--- config.mk ---
export PLATFORM = sky130hd
export DESIGN_NAME = frame_deframer_checker_top
export DESIGN_NICKNAME = d
export VERILOG_FILES = /design/src/rtl/fdc_pkg.sv /design/src/rtl/fdc_front.sv /design/src/rtl/fdc_queue.sv /design/src/rtl/fdc_back.sv /design/src/rtl/frame_deframer_checker_top.sv
export VERILOG_INCLUDE_DIRS = /design/src /design/src/rtl
export SDC_FILE = /design/constraint.sdc
export NUM_CORES = 1
export LEC_CHECK = 0
export BUFFER_PORTS_ARGS = -buffer_cell sky130_fd_sc_hd__buf_2
export CAP_MARGIN = 5
export CORE_AREA = 5 5 195 197
export CTS_BUF_LIST = sky130_fd_sc_hd__clkbuf_8
export CTS_CLUSTER_SIZE = 12
export DETAILED_ROUTE_END_ITERATION = 8
export DIE_AREA = 0 0 200 202
export SLEW_MARGIN = 20
export SYNTH_ARGS = -nofsm -noshare
export SYNTH_HDL_FRONTEND = slang
export SYNTH_HIERARCHICAL = 1
export SYNTH_SLANG_ARGS = --single-unit
--- constraint.sdc ---
create_clock -name clk -period 4.8 [get_ports clk]
set_input_delay 0.24 -clock clk [delete_from_list [all_inputs] [get_ports clk]]
set_output_delay 0.24 -clock clk [all_outputs]
set_load 0.1 [all_outputs]
--- src/rtl/frame_deframer_checker_top_defines.svh ---
// ----------------------------------------------------------------------------
// frame deframer checker assertion macros
// concurrent assertion helpers clocked on clk with asynchronous reset arst_n
// ----------------------------------------------------------------------------
`ifndef FRAME_DEFRAMER_CHECKER_TOP_DEFINES_SVH
`define FRAME_DEFRAMER_CHECKER_TOP_DEFINES_SVH

`ifndef SYNTH
// property must hold at every clock edge out of reset
`define FDC_ASSERT(lbl, prop, msg) \
	lbl: assert property (@(posedge clk) disable iff (!arst_n) (prop)) else $error(msg);
// condition must never be seen at a clock edge out of reset
`define FDC_NEVER(lbl, cond, msg) \
	lbl: assert property (@(posedge clk) disable iff (!arst_n) !(cond)) else $error(msg);
`else
`define FDC_ASSERT(lbl, prop, msg)
`define FDC_NEVER(lbl, cond, msg)
`endif

`endif

--- src/rtl/fdc_pkg.sv ---
// ----------------------------------------------------------------------------
// fdc_pkg
// shared types and constants of the frame deframer checker
// ----------------------------------------------------------------------------
`default_nettype none

package fdc_pkg;

	// frame layout
	localparam int MIN_FRAME       = 7;
	localparam int LEN_BIAS        = 5;
	localparam int OUTER_START     = 2;
	localparam int INNER_START     = 9;
	localparam int INNER_MIN_FRAME = MIN_FRAME + 4;
	localparam int CNT_W           = 9;

	// firmware quirk signatures
	localparam logic [7:0] QUIRK_IMU_LEN = 8'h11;
	localparam logic [7:0] QUIRK_ENC_LEN = 8'h25;
	localparam logic [7:0] QUIRK_MODULE  = 8'h01;
	localparam logic [7:0] QUIRK_TARGET  = 8'h02;

	// queue between front and back
	localparam int QDEPTH = 4;
	localparam int QPTR_W = $clog2(QDEPTH);
	localparam int QCNT_W = $clog2(QDEPTH + 1);

	typedef enum logic [2:0] {
		ERR_OK     = 3'd0,
		ERR_SHORT  = 3'd1,
		ERR_HEADER = 3'd2,
		ERR_LENGTH = 3'd3,
		ERR_TAIL   = 3'd4,
		ERR_OUTER  = 3'd5,
		ERR_INNER  = 3'd6
	} err_t;

	typedef enum logic [2:0] {
		CFG_START_BYTE = 3'd0,
		CFG_END_BYTE   = 3'd1,
		CFG_REQ_FIRST  = 3'd2,
		CFG_REQ_SECOND = 3'd3,
		CFG_RSP_FIRST  = 3'd4,
		CFG_RSP_SECOND = 3'd5,
		CFG_QUIRK_EN   = 3'd6
	} cfg_idx_t;

	typedef struct packed {
		logic [7:0] start_byte;
		logic [7:0] end_byte;
		logic [7:0] req_first;
		logic [7:0] req_second;
		logic [7:0] rsp_first;
		logic [7:0] rsp_second;
		logic       quirk_en;
	} cfg_t;

	localparam cfg_t CFG_RESET = '{
		start_byte: 8'hEE,
		end_byte:   8'h00,
		req_first:  8'h55,
		req_second: 8'hAA,
		rsp_first:  8'hAA,
		rsp_second: 8'h55,
		quirk_en:   1'b1
	};

	// one classified input word: an optional body byte and an optional verdict
	typedef struct packed {
		logic             has_body;
		logic [7:0]       body;
		logic             has_verdict;
		err_t             err;
		logic [7:0]       module_f;
		logic [7:0]       target_f;
		logic [7:0]       command_f;
		logic [CNT_W-1:0] count;
	} entry_t;

	// one result word
	typedef struct packed {
		logic             kind;
		logic [7:0]       payload;
		err_t             err;
		logic [7:0]       module_f;
		logic [7:0]       target_f;
		logic [7:0]       command_f;
		logic [CNT_W-1:0] count;
		logic             last;
	} res_t;

endpackage

`default_nettype wire

--- src/rtl/fdc_front.sv ---
// ----------------------------------------------------------------------------
// fdc_front
// frame tracking, running sums and verdict classification, one byte a cycle while take is high
// ----------------------------------------------------------------------------
`default_nettype none

module fdc_front import fdc_pkg::*; #(
	parameter int MAX_FRAME_BYTES = 512
) (
	input  logic       clk,
	input  logic       arst_n,
	input  cfg_t       cfg,
	input  logic       take,
	input  logic [7:0] rx_byte,
	input  logic       end_of_frame,
	output logic       ent_valid,
	output entry_t     ent
);

	localparam int IW = $clog2(MAX_FRAME_BYTES + 3);
	localparam int CW = (IW > 9) ? IW : 9;

	logic [IW-1:0] idx_q;
	logic [7:0]    osum_q, isum_q;
	logic [7:0]    d0_q, d1_q;
	logic [7:0]    len_q, mod_q, tgt_q, cmd_q, first_q;
	logic          start_ok_q, req_q, rsp_q;

	logic [IW-1:0] n;
	logic [7:0]    osum_n, isum_n, inner_diff;
	logic [7:0]    len_n, mod_n, tgt_n, cmd_n, first_n;
	logic          start_ok_n, req_n, rsp_n;
	logic          pos0, pos1, pos2, pos3, pos4, pos5, pos6;
	logic          body_ok, qual, imu, enc, len_mismatch;
	err_t          err;
	logic [CNT_W-1:0] cnt;

	// byte position decode
	always_comb begin
		pos0 = (idx_q == IW'(0));
		pos1 = (idx_q == IW'(1));
		pos2 = (idx_q == IW'(2));
		pos3 = (idx_q == IW'(3));
		pos4 = (idx_q == IW'(4));
		pos5 = (idx_q == IW'(5));
		pos6 = (idx_q == IW'(6));
		n    = idx_q + IW'(1);
	end

	// running sums up to the byte two positions back, and captured header bytes including this byte
	always_comb begin
		osum_n = (idx_q >= IW'(OUTER_START)) ? osum_q + d0_q : osum_q;
		isum_n = (idx_q >= IW'(INNER_START)) ? isum_q + d0_q : isum_q;
		len_n   = pos1 ? rx_byte : len_q;
		mod_n   = pos2 ? rx_byte : mod_q;
		tgt_n   = pos3 ? rx_byte : tgt_q;
		cmd_n   = pos4 ? rx_byte : cmd_q;
		first_n = pos5 ? rx_byte : first_q;
		start_ok_n = start_ok_q | (pos0 && (rx_byte == cfg.start_byte));
		req_n = req_q | (pos6 && (first_q == cfg.req_first) && (rx_byte == cfg.req_second));
		rsp_n = rsp_q | (pos6 && (first_q == cfg.rsp_first) && (rx_byte == cfg.rsp_second));
		body_ok = (idx_q >= IW'(MIN_FRAME)) && (idx_q < IW'(MAX_FRAME_BYTES));
	end

	// verdict checks in priority order
	always_comb begin
		qual = cfg.quirk_en && (mod_n == QUIRK_MODULE) && (tgt_n == QUIRK_TARGET);
		imu  = qual && (len_n == QUIRK_IMU_LEN);
		enc  = qual && (len_n == QUIRK_ENC_LEN);
		len_mismatch = ((CW'(len_n) + CW'(LEN_BIAS)) != CW'(n));
		inner_diff   = isum_n - d0_q;
		priority if (n < IW'(MIN_FRAME)) begin
			err = ERR_SHORT;
		end else if (!start_ok_n) begin
			err = ERR_HEADER;
		end else if (n > IW'(MAX_FRAME_BYTES)) begin
			err = ERR_LENGTH;
		end else if (!(imu || enc) && len_mismatch) begin
			err = ERR_LENGTH;
		end else if (rx_byte != cfg.end_byte) begin
			err = ERR_TAIL;
		end else if (!imu && (osum_n != d1_q)) begin
			err = ERR_OUTER;
		end else if ((n >= IW'(INNER_MIN_FRAME)) && (req_n || rsp_n) &&
			(inner_diff != d0_q)) begin
			err = ERR_INNER;
		end else begin
			err = ERR_OK;
		end
		if ((n >= IW'(MIN_FRAME)) && (n <= IW'(MAX_FRAME_BYTES))) begin
			cnt = CNT_W'(n - IW'(MIN_FRAME));
		end else begin
			cnt = '0;
		end
	end

	// word handed to the queue
	always_comb begin
		ent.has_body    = body_ok;
		ent.body        = d0_q;
		ent.has_verdict = end_of_frame;
		ent.err         = err;
		ent.module_f    = mod_n;
		ent.target_f    = tgt_n;
		ent.command_f   = cmd_n;
		ent.count       = cnt;
		ent_valid       = take && (body_ok || end_of_frame);
	end

	// frame state, cleared after every verdict
	always_ff @(posedge clk or negedge arst_n) begin
		if (!arst_n) begin
			idx_q      <= '0;
			osum_q     <= '0;
			isum_q     <= '0;
			d0_q       <= '0;
			d1_q       <= '0;
			len_q      <= '0;
			mod_q      <= '0;
			tgt_q      <= '0;
			cmd_q      <= '0;
			first_q    <= '0;
			start_ok_q <= 1'b0;
			req_q      <= 1'b0;
			rsp_q      <= 1'b0;
		end else if (take) begin
			if (end_of_frame) begin
				idx_q      <= '0;
				osum_q     <= '0;
				isum_q     <= '0;
				d0_q       <= '0;
				d1_q       <= '0;
				len_q      <= '0;
				mod_q      <= '0;
				tgt_q      <= '0;
				cmd_q      <= '0;
				first_q    <= '0;
				start_ok_q <= 1'b0;
				req_q      <= 1'b0;
				rsp_q      <= 1'b0;
			end else begin
				if (idx_q <= IW'(MAX_FRAME_BYTES)) begin
					idx_q <= n;
				end
				osum_q     <= osum_n;
				isum_q     <= isum_n;
				d0_q       <= d1_q;
				d1_q       <= rx_byte;
				len_q      <= len_n;
				mod_q      <= mod_n;
				tgt_q      <= tgt_n;
				cmd_q      <= cmd_n;
				first_q    <= first_n;
				start_ok_q <= start_ok_n;
				req_q      <= req_n;
				rsp_q      <= rsp_n;
			end
		end
	end

endmodule

`default_nettype wire

--- src/rtl/fdc_queue.sv ---
// ----------------------------------------------------------------------------
// fdc_queue
// short first-in first-out queue of classified words between front and back
// ----------------------------------------------------------------------------
`default_nettype none

module fdc_queue import fdc_pkg::*; (
	input  logic   clk,
	input  logic   arst_n,
	input  logic   push,
	input  entry_t wr_data,
	input  logic   pop,
	output entry_t head,
	output logic   empty,
	output logic   full
);

	entry_t            mem_q [QDEPTH];
	logic [QPTR_W-1:0] wr_ptr_q, rd_ptr_q;
	logic [QCNT_W-1:0] cnt_q;
	logic              do_push, do_pop;

	// status and head
	always_comb begin
		empty   = (cnt_q == QCNT_W'(0));
		full    = (cnt_q == QCNT_W'(QDEPTH));
		do_push = push && !full;
		do_pop  = pop && !empty;
		head    = mem_q[rd_ptr_q];
	end

	// storage
	always_ff @(posedge clk) begin
		if (do_push) begin
			mem_q[wr_ptr_q] <= wr_data;
		end
	end

	// pointers and fill count
	always_ff @(posedge clk or negedge arst_n) begin
		if (!arst_n) begin
			wr_ptr_q <= '0;
			rd_ptr_q <= '0;
			cnt_q    <= '0;
		end else begin
			if (do_push) begin
				wr_ptr_q <= wr_ptr_q + QPTR_W'(1);
			end
			if (do_pop) begin
				rd_ptr_q <= rd_ptr_q + QPTR_W'(1);
			end
			if (do_push && !do_pop) begin
				cnt_q <= cnt_q + QCNT_W'(1);
			end else if (do_pop && !do_push) begin
				cnt_q <= cnt_q - QCNT_W'(1);
			end
		end
	end

endmodule

`default_nettype wire

--- src/rtl/fdc_back.sv ---
// ----------------------------------------------------------------------------
// fdc_back
// splits each queued word into its body byte result, its verdict result or both, body first
// ----------------------------------------------------------------------------
`default_nettype none

module fdc_back import fdc_pkg::*; (
	input  logic   clk,
	input  logic   arst_n,
	input  entry_t head,
	input  logic   q_empty,
	input  logic   pop,
	output logic   q_pop,
	output logic   empty,
	output res_t   res
);

	logic phase_q;
	logic show_body, take;

	// result selection
	always_comb begin
		show_body = head.has_body && !phase_q;
		take      = pop && !q_empty;
		q_pop     = take && !(show_body && head.has_verdict);
		empty     = q_empty;
		if (show_body) begin
			res.kind      = 1'b0;
			res.payload   = head.body;
			res.err       = ERR_OK;
			res.module_f  = '0;
			res.target_f  = '0;
			res.command_f = '0;
			res.count     = '0;
			res.last      = 1'b0;
		end else begin
			res.kind      = 1'b1;
			res.payload   = '0;
			res.err       = head.err;
			res.module_f  = head.module_f;
			res.target_f  = head.target_f;
			res.command_f = head.command_f;
			res.count     = head.count;
			res.last      = 1'b1;
		end
	end

	// body already delivered for the head word
	always_ff @(posedge clk or negedge arst_n) begin
		if (!arst_n) begin
			phase_q <= 1'b0;
		end else if (take) begin
			phase_q <= show_body && head.has_verdict;
		end
	end

endmodule

`default_nettype wire

--- src/rtl/frame_deframer_checker_top.sv ---
// ----------------------------------------------------------------------------
// frame_deframer_checker_top
// byte-serial frame checker: streams body bytes and gives one verdict a frame
// ----------------------------------------------------------------------------
// usage
//   input queue: rx_byte and end_of_frame are taken when push is high and
//   full is low, one byte a cycle at most; end_of_frame marks the tail byte.
//   result queue: while empty is low the oldest result is on the result ports
//   and is taken when pop is high. a body byte has result_kind 0; the verdict
//   has result_kind 1 and run_last 1 and carries error_code, the header fields
//   and payload_count.
//   config: cfg_index/cfg_data written when cfg_valid is high, cfg_ready is
//   always high; an index past the list is dropped. write only while idle.
// timing
//   a body byte is emitted when the byte two positions later arrives. the
//   verdict comes out with the tail byte. bytes are taken every cycle while
//   full is low; a byte that yields a body result and a verdict needs a pop
//   for each, so output bandwidth of one result a cycle sets the sustained
//   rate. a four word queue parts the classifier from output.
// reset and stall
//   reset clears frame state and queue and restores register defaults.
//   if pop stays low the queue fills and full holds off further bytes.
// ----------------------------------------------------------------------------
`include "frame_deframer_checker_top_defines.svh"
`default_nettype none

module frame_deframer_checker_top import fdc_pkg::*; #(
	parameter int MAX_FRAME_BYTES = 512
) (
	input  logic       clk,
	input  logic       arst_n,
	// input queue
	input  logic       push,
	output logic       full,
	input  logic [7:0] rx_byte,
	input  logic       end_of_frame,
	// result queue
	output logic       empty,
	input  logic       pop,
	output logic       result_kind,
	output logic [7:0] payload_byte,
	output logic [2:0] error_code,
	output logic [7:0] module_field,
	output logic [7:0] target_field,
	output logic [7:0] command_field,
	output logic [8:0] payload_count,
	output logic       run_last,
	// configuration
	input  logic       cfg_valid,
	output logic       cfg_ready,
	input  logic [2:0] cfg_index,
	input  logic [7:0] cfg_data
);

	cfg_t   cfg_q;
	entry_t ent, q_head;
	logic   ent_valid, take;
	logic   q_empty, q_full, q_pop;
	res_t   res;

	// configuration registers
	assign cfg_ready = 1'b1;

	always_ff @(posedge clk or negedge arst_n) begin
		if (!arst_n) begin
			cfg_q <= CFG_RESET;
		end else if (cfg_valid && cfg_ready) begin
			unique case (cfg_idx_t'(cfg_index))
				CFG_START_BYTE: cfg_q.start_byte <= cfg_data;
				CFG_END_BYTE:   cfg_q.end_byte   <= cfg_data;
				CFG_REQ_FIRST:  cfg_q.req_first  <= cfg_data;
				CFG_REQ_SECOND: cfg_q.req_second <= cfg_data;
				CFG_RSP_FIRST:  cfg_q.rsp_first  <= cfg_data;
				CFG_RSP_SECOND: cfg_q.rsp_second <= cfg_data;
				CFG_QUIRK_EN:   cfg_q.quirk_en   <= cfg_data[0];
				default: ;
			endcase
		end
	end

	// front: classify each byte
	assign full = q_full;
	assign take = push && !q_full;

	fdc_front #(
		.MAX_FRAME_BYTES(MAX_FRAME_BYTES)
	) u_front (
		.clk         (clk),
		.arst_n      (arst_n),
		.cfg         (cfg_q),
		.take        (take),
		.rx_byte     (rx_byte),
		.end_of_frame(end_of_frame),
		.ent_valid   (ent_valid),
		.ent         (ent)
	);

	// queue between front and back
	fdc_queue u_queue (
		.clk    (clk),
		.arst_n (arst_n),
		.push   (ent_valid),
		.wr_data(ent),
		.pop    (q_pop),
		.head   (q_head),
		.empty  (q_empty),
		.full   (q_full)
	);

	// back: deliver results
	fdc_back u_back (
		.clk    (clk),
		.arst_n (arst_n),
		.head   (q_head),
		.q_empty(q_empty),
		.pop    (pop),
		.q_pop  (q_pop),
		.empty  (empty),
		.res    (res)
	);

	// result ports
	assign result_kind   = res.kind;
	assign payload_byte  = res.payload;
	assign error_code    = res.err;
	assign module_field  = res.module_f;
	assign target_field  = res.target_f;
	assign command_field = res.command_f;
	assign payload_count = res.count;
	assign run_last      = res.last;

	// checks
	`FDC_NEVER(a_no_push_when_full, ent_valid && q_full, "word pushed into full queue")
	`FDC_ASSERT(a_verdict_follows_body, (pop && !empty && !result_kind && q_head.has_verdict) |=> (!empty && result_kind), "verdict lost after body byte")
	`FDC_ASSERT(a_body_fields_clear, (!empty && !result_kind) |-> (error_code == ERR_OK && payload_count == '0 && !run_last), "body result carries verdict fields")

endmodule

`default_nettype wire

==> results_dict.tcl <==
set metrics [dict create \
    status "finished, final reports clean" \
    synth.area.top_cells "edfxtp_1 34%, dfrtp_1 19%, mux4_2 6.5%, mux2_2 5.2%, xnor2_1 4.3%" \
    highest_layer "met4" \
    crit_buf_inv 3 \
    crit_type "reg2reg" \
    drt-total-wl_mm 36.92 \
    grt_pass1_wl_mm 58.69 \
    die_x_microns 200 \
    ant_nets 0 \
    synth_top_area_frac 0.3445 \
    cp_slowest_cell "dfrtp_1" \
    crit_chain "inv_1 -> ha_1 -> inv_1 -> o31ai_1 -> nand3_1 -> inv_1 -> nor2_1 -> nor2_1 -> ha_1 -> xor2_1 -> or3_1 -> o32a_1 -> a31oi_1 -> and4_1 -> nand2_1 -> o211ai_1 -> nand3_1 -> and3_1" \
    power.share.clock 0.232 \
    io_buffers 72 \
    required_ns 5.13 \
    setup_violations 0 \
    fillers 3173 \
    drt_iter0_markers 699 \
    arrival_ns 4.74 \
    finClkSkew_ns 0.03431 \
    irDropWorstVdd_mv 0.8181 \
    nets 1302 \
    slew_viol_final 0 \
    path_clk_slew_ns 0.06 \
    insertion_delay_ns 0.62 \
    power.share.switching 0.4295 \
    synth-seq-cells 326 \
    antennaDiodeCount 0 \
    ff2ff_setup_slack_ns 0.39 \
    clock.fmax_ghz 0.2266 \
    wl_met2_mm 17.15 \
    period_minus_slack_ns 4.412 \
    antenna_found_initial 0 \
    met1Wirelength_mm 17.39 \
    leakagePower_nw 7.176 \
    seqPwrFrac 0.326 \
    syn_area_per_cell_sq_um 13.92 \
    place_congestion 0.8971 \
    power_frac_comb 0.442 \
    dp_hpwl_mm 23.82 \
    synth-main-ff-cell "edfxtp_1" \
    finalWorstSetupSlack_ns 0.3875 \
    hold_buffers 9 \
    min_period_over_period 0.9193 \
    std_cell_rows 70 \
    synthDistinctLibCells 74 \
    core_sq_um 36080 \
    cts_root_buffer "clkbuf_8" \
    p_switching_w 0.005045 \
    die_area_sq_um 40400 \
    htreeDepth 2 \
    post-route-util 0.5023 \
    post_cts_resized 0 \
    area_growth_pct 13.01 \
    wl_met3_mm 1.627 \
    die_h_microns 202 \
    yosysMostFrequentCell "edfxtp_1" \
    vias 9770 \
    start_kind "flip-flop" \
    ys_top_cells_by_count "184 x edfxtp_1, 119 x dfrtp_1, 78 x xnor2_1" \
    tritoncts "yes" \
    syn-num-nets 1216 \
    ys_seq_area_frac 0.5679 \
    ios 74 \
    clockBufferDepth 3 \
    synth_edf_count 184 \
    path_delay_family "simple AND/OR/NAND/NOR gates" \
    tightest_slew_ns 0.7444 \
    syn_inst 1152 \
    ys_warn_count 6 \
    cp_max_fo 12 \
    synthArstFlopShare 0.4356 \
    clock_sinks 326 \
    dp_slack_ns 0.5013 \
    drive_gt1_frac 0.2858 \
    design_area_sq_um 18120 \
    place_area_sq_um 16800 \
    tns_ns 0 \
    grt_setup_unrepaired "false" \
    power_w 0.01175 \
    cp_common_cell "inv_1" \
    post_cts.repair.setup_buffers 0 \
    drt_pass1_iterations 5 \
    grt.total_usage 0.1850 \
    via_per_inst 5.576 \
    min_path_type "in2reg" \
    grt_max_degree 61 \
    end_kind "flip-flop" \
    overflow 0 \
    grt_pass1_vias 10030 \
    slowest_delay_ns 0.52 \
    initial_core_util 0.4444 \
    synthesis.area_sq_um 16040 \
    p_int_w 0.006701 \
    p_per_area_nw_per_um2 648.1 \
    maxCapViolCount 0 \
    synth_largest_area_cell "edfxtp_1" \
    cts_made_buffers 55 \
    finalHoldViolCount 0 \
    slew_headroom 0.5004 \
    drc 0 \
    wl_per_cell_microns 21.07 \
]
## state kept, by name (all words and copies together) (netlist names), 8 cells and up
signal,flops
u_front/d0_q,8
u_front/tgt_q,8
u_front/cmd_q,8
u_front/isum_q,8
u_queue/mem_q,184
u_front/osum_q,8
u_front/len_q,8
u_front/first_q,8
u_front/idx_q,10
u_front/mod_q,8
cfg_q,49
u_front/d1_q,8
## layout by cell type (no fill, tap or decap), types with 7 or more instances in the layout
cell | netlist | layout
xnor2_1 | 78 | 78
inv_1 | 37 | 51
and2_4 | 29 | 29
ha_1 | 35 | 35
mux2i_1 | 20 | 20
nand2_1 | 28 | 28
buf_2 | 12 | 71
or3_1 | 11 | 11
nand2b_1 | 7 | 7
dfstp_2 | 23 | 23
o21ai_0 | 42 | 42
mux4_2 | 46 | 46
and2_1 | 23 | 19
edfxtp_1 | 184 | 184
nand4_1 | 16 | 16
nor2_1 | 45 | 44
buf_4 | 8 | 13
o2bb2ai_1 | 25 | 25
a22o_1 | 34 | 34
dlygate4sd3_1 | 0 | 9
a21oi_1 | 19 | 19
clkinv_1 | 0 | 7
dfrtp_1 | 119 | 117
xor2_1 | 34 | 34
nand3b_1 | 11 | 11
bufinv_16 | 0 | 7
nand3_1 | 20 | 20
mux2_2 | 74 | 74
nor3_1 | 11 | 11
and3_1 | 9 | 9
clkbuf_8 | 0 | 62
a22oi_1 | 9 | 9
## cells by family (layout without fill, tap and decap cells)
logic type                 Yosys count  count (layout)  synth area share
xor gates and xnor gates           112             112           0.06117
buffers and inverters              107             239           0.03285
and+or+nand+nor                    245             245           0.09581
AOI/OAI and AO/OA                  181             181           0.07974
muxes                              141             141            0.1300
DFF                                326             326            0.5679
other                                1               1         0.0002338
adders and majority gates           39              39           0.03230
## worst paths after layout
| kind | start | end | cells after the start |
|---|---|---|---|
| max | u_front/idx_q[0] | u_queue/mem_q[1][35] | 18 |
| min | cfg_data[3] | cfg_q[36] | 2 |
| max reg2reg | u_front/idx_q[0] | u_queue/mem_q[1][35] | 18 |
| min reg2reg | u_queue/cnt_q[2] | u_queue/cnt_q[2] | 1 |
| max in group asynchronous | arst_n | cfg_q[8] | 3 |
| min in group asynchronous | arst_n | u_front/osum_q[4] | 2 |
## routing by layer
layer  vias up  track usage
li1       4487            -
met1      5009       0.2722
met2       223       0.2856
met3        51      0.03217
met4         0      0.04901
met5         -            0
## metrics by stage
step / cells / hold slack [ns]
5_1_grt: 1752 / 0.02596
3_5_place_dp: 1640 / 0.2595
3_3_place_gp: 1640 / 0.2594
6_report: 1752 / 0.04282
2_1_floorplan: 1152 / -0.05559
4_1_cts: 1752 / 0.007393
## power by group through the flow
stage	clock network (W)	logic [W]	registers, W
global placement	0	0.00520	0.00387
finish	0.00273	0.00519	0.00383
detailed placement	0	0.00522	0.00389
CTS	0.00281	0.00524	0.00383
floorplan	0	0.00446	0.00376
global route	0.00294	0.00552	0.00389
## final cells by class
| cell class | instances | area (sq um) | share of cell area |
|---|---|---|---|
| inverter | 38 | 150.1 | 0.008284 |
| multi-input combinational | 719 | 6412 | 0.3538 |
| sequential | 326 | 9112 | 0.5028 |
| timing repair buffer | 98 | 634.4 | 0.03500 |
| clock buffer | 62 | 853.3 | 0.04708 |
| tap | 468 | 585.6 | 0.03231 |
| clock inverter | 41 | 375.4 | 0.02071 |
Note: power is estimated with default switching activity, not from simulation.
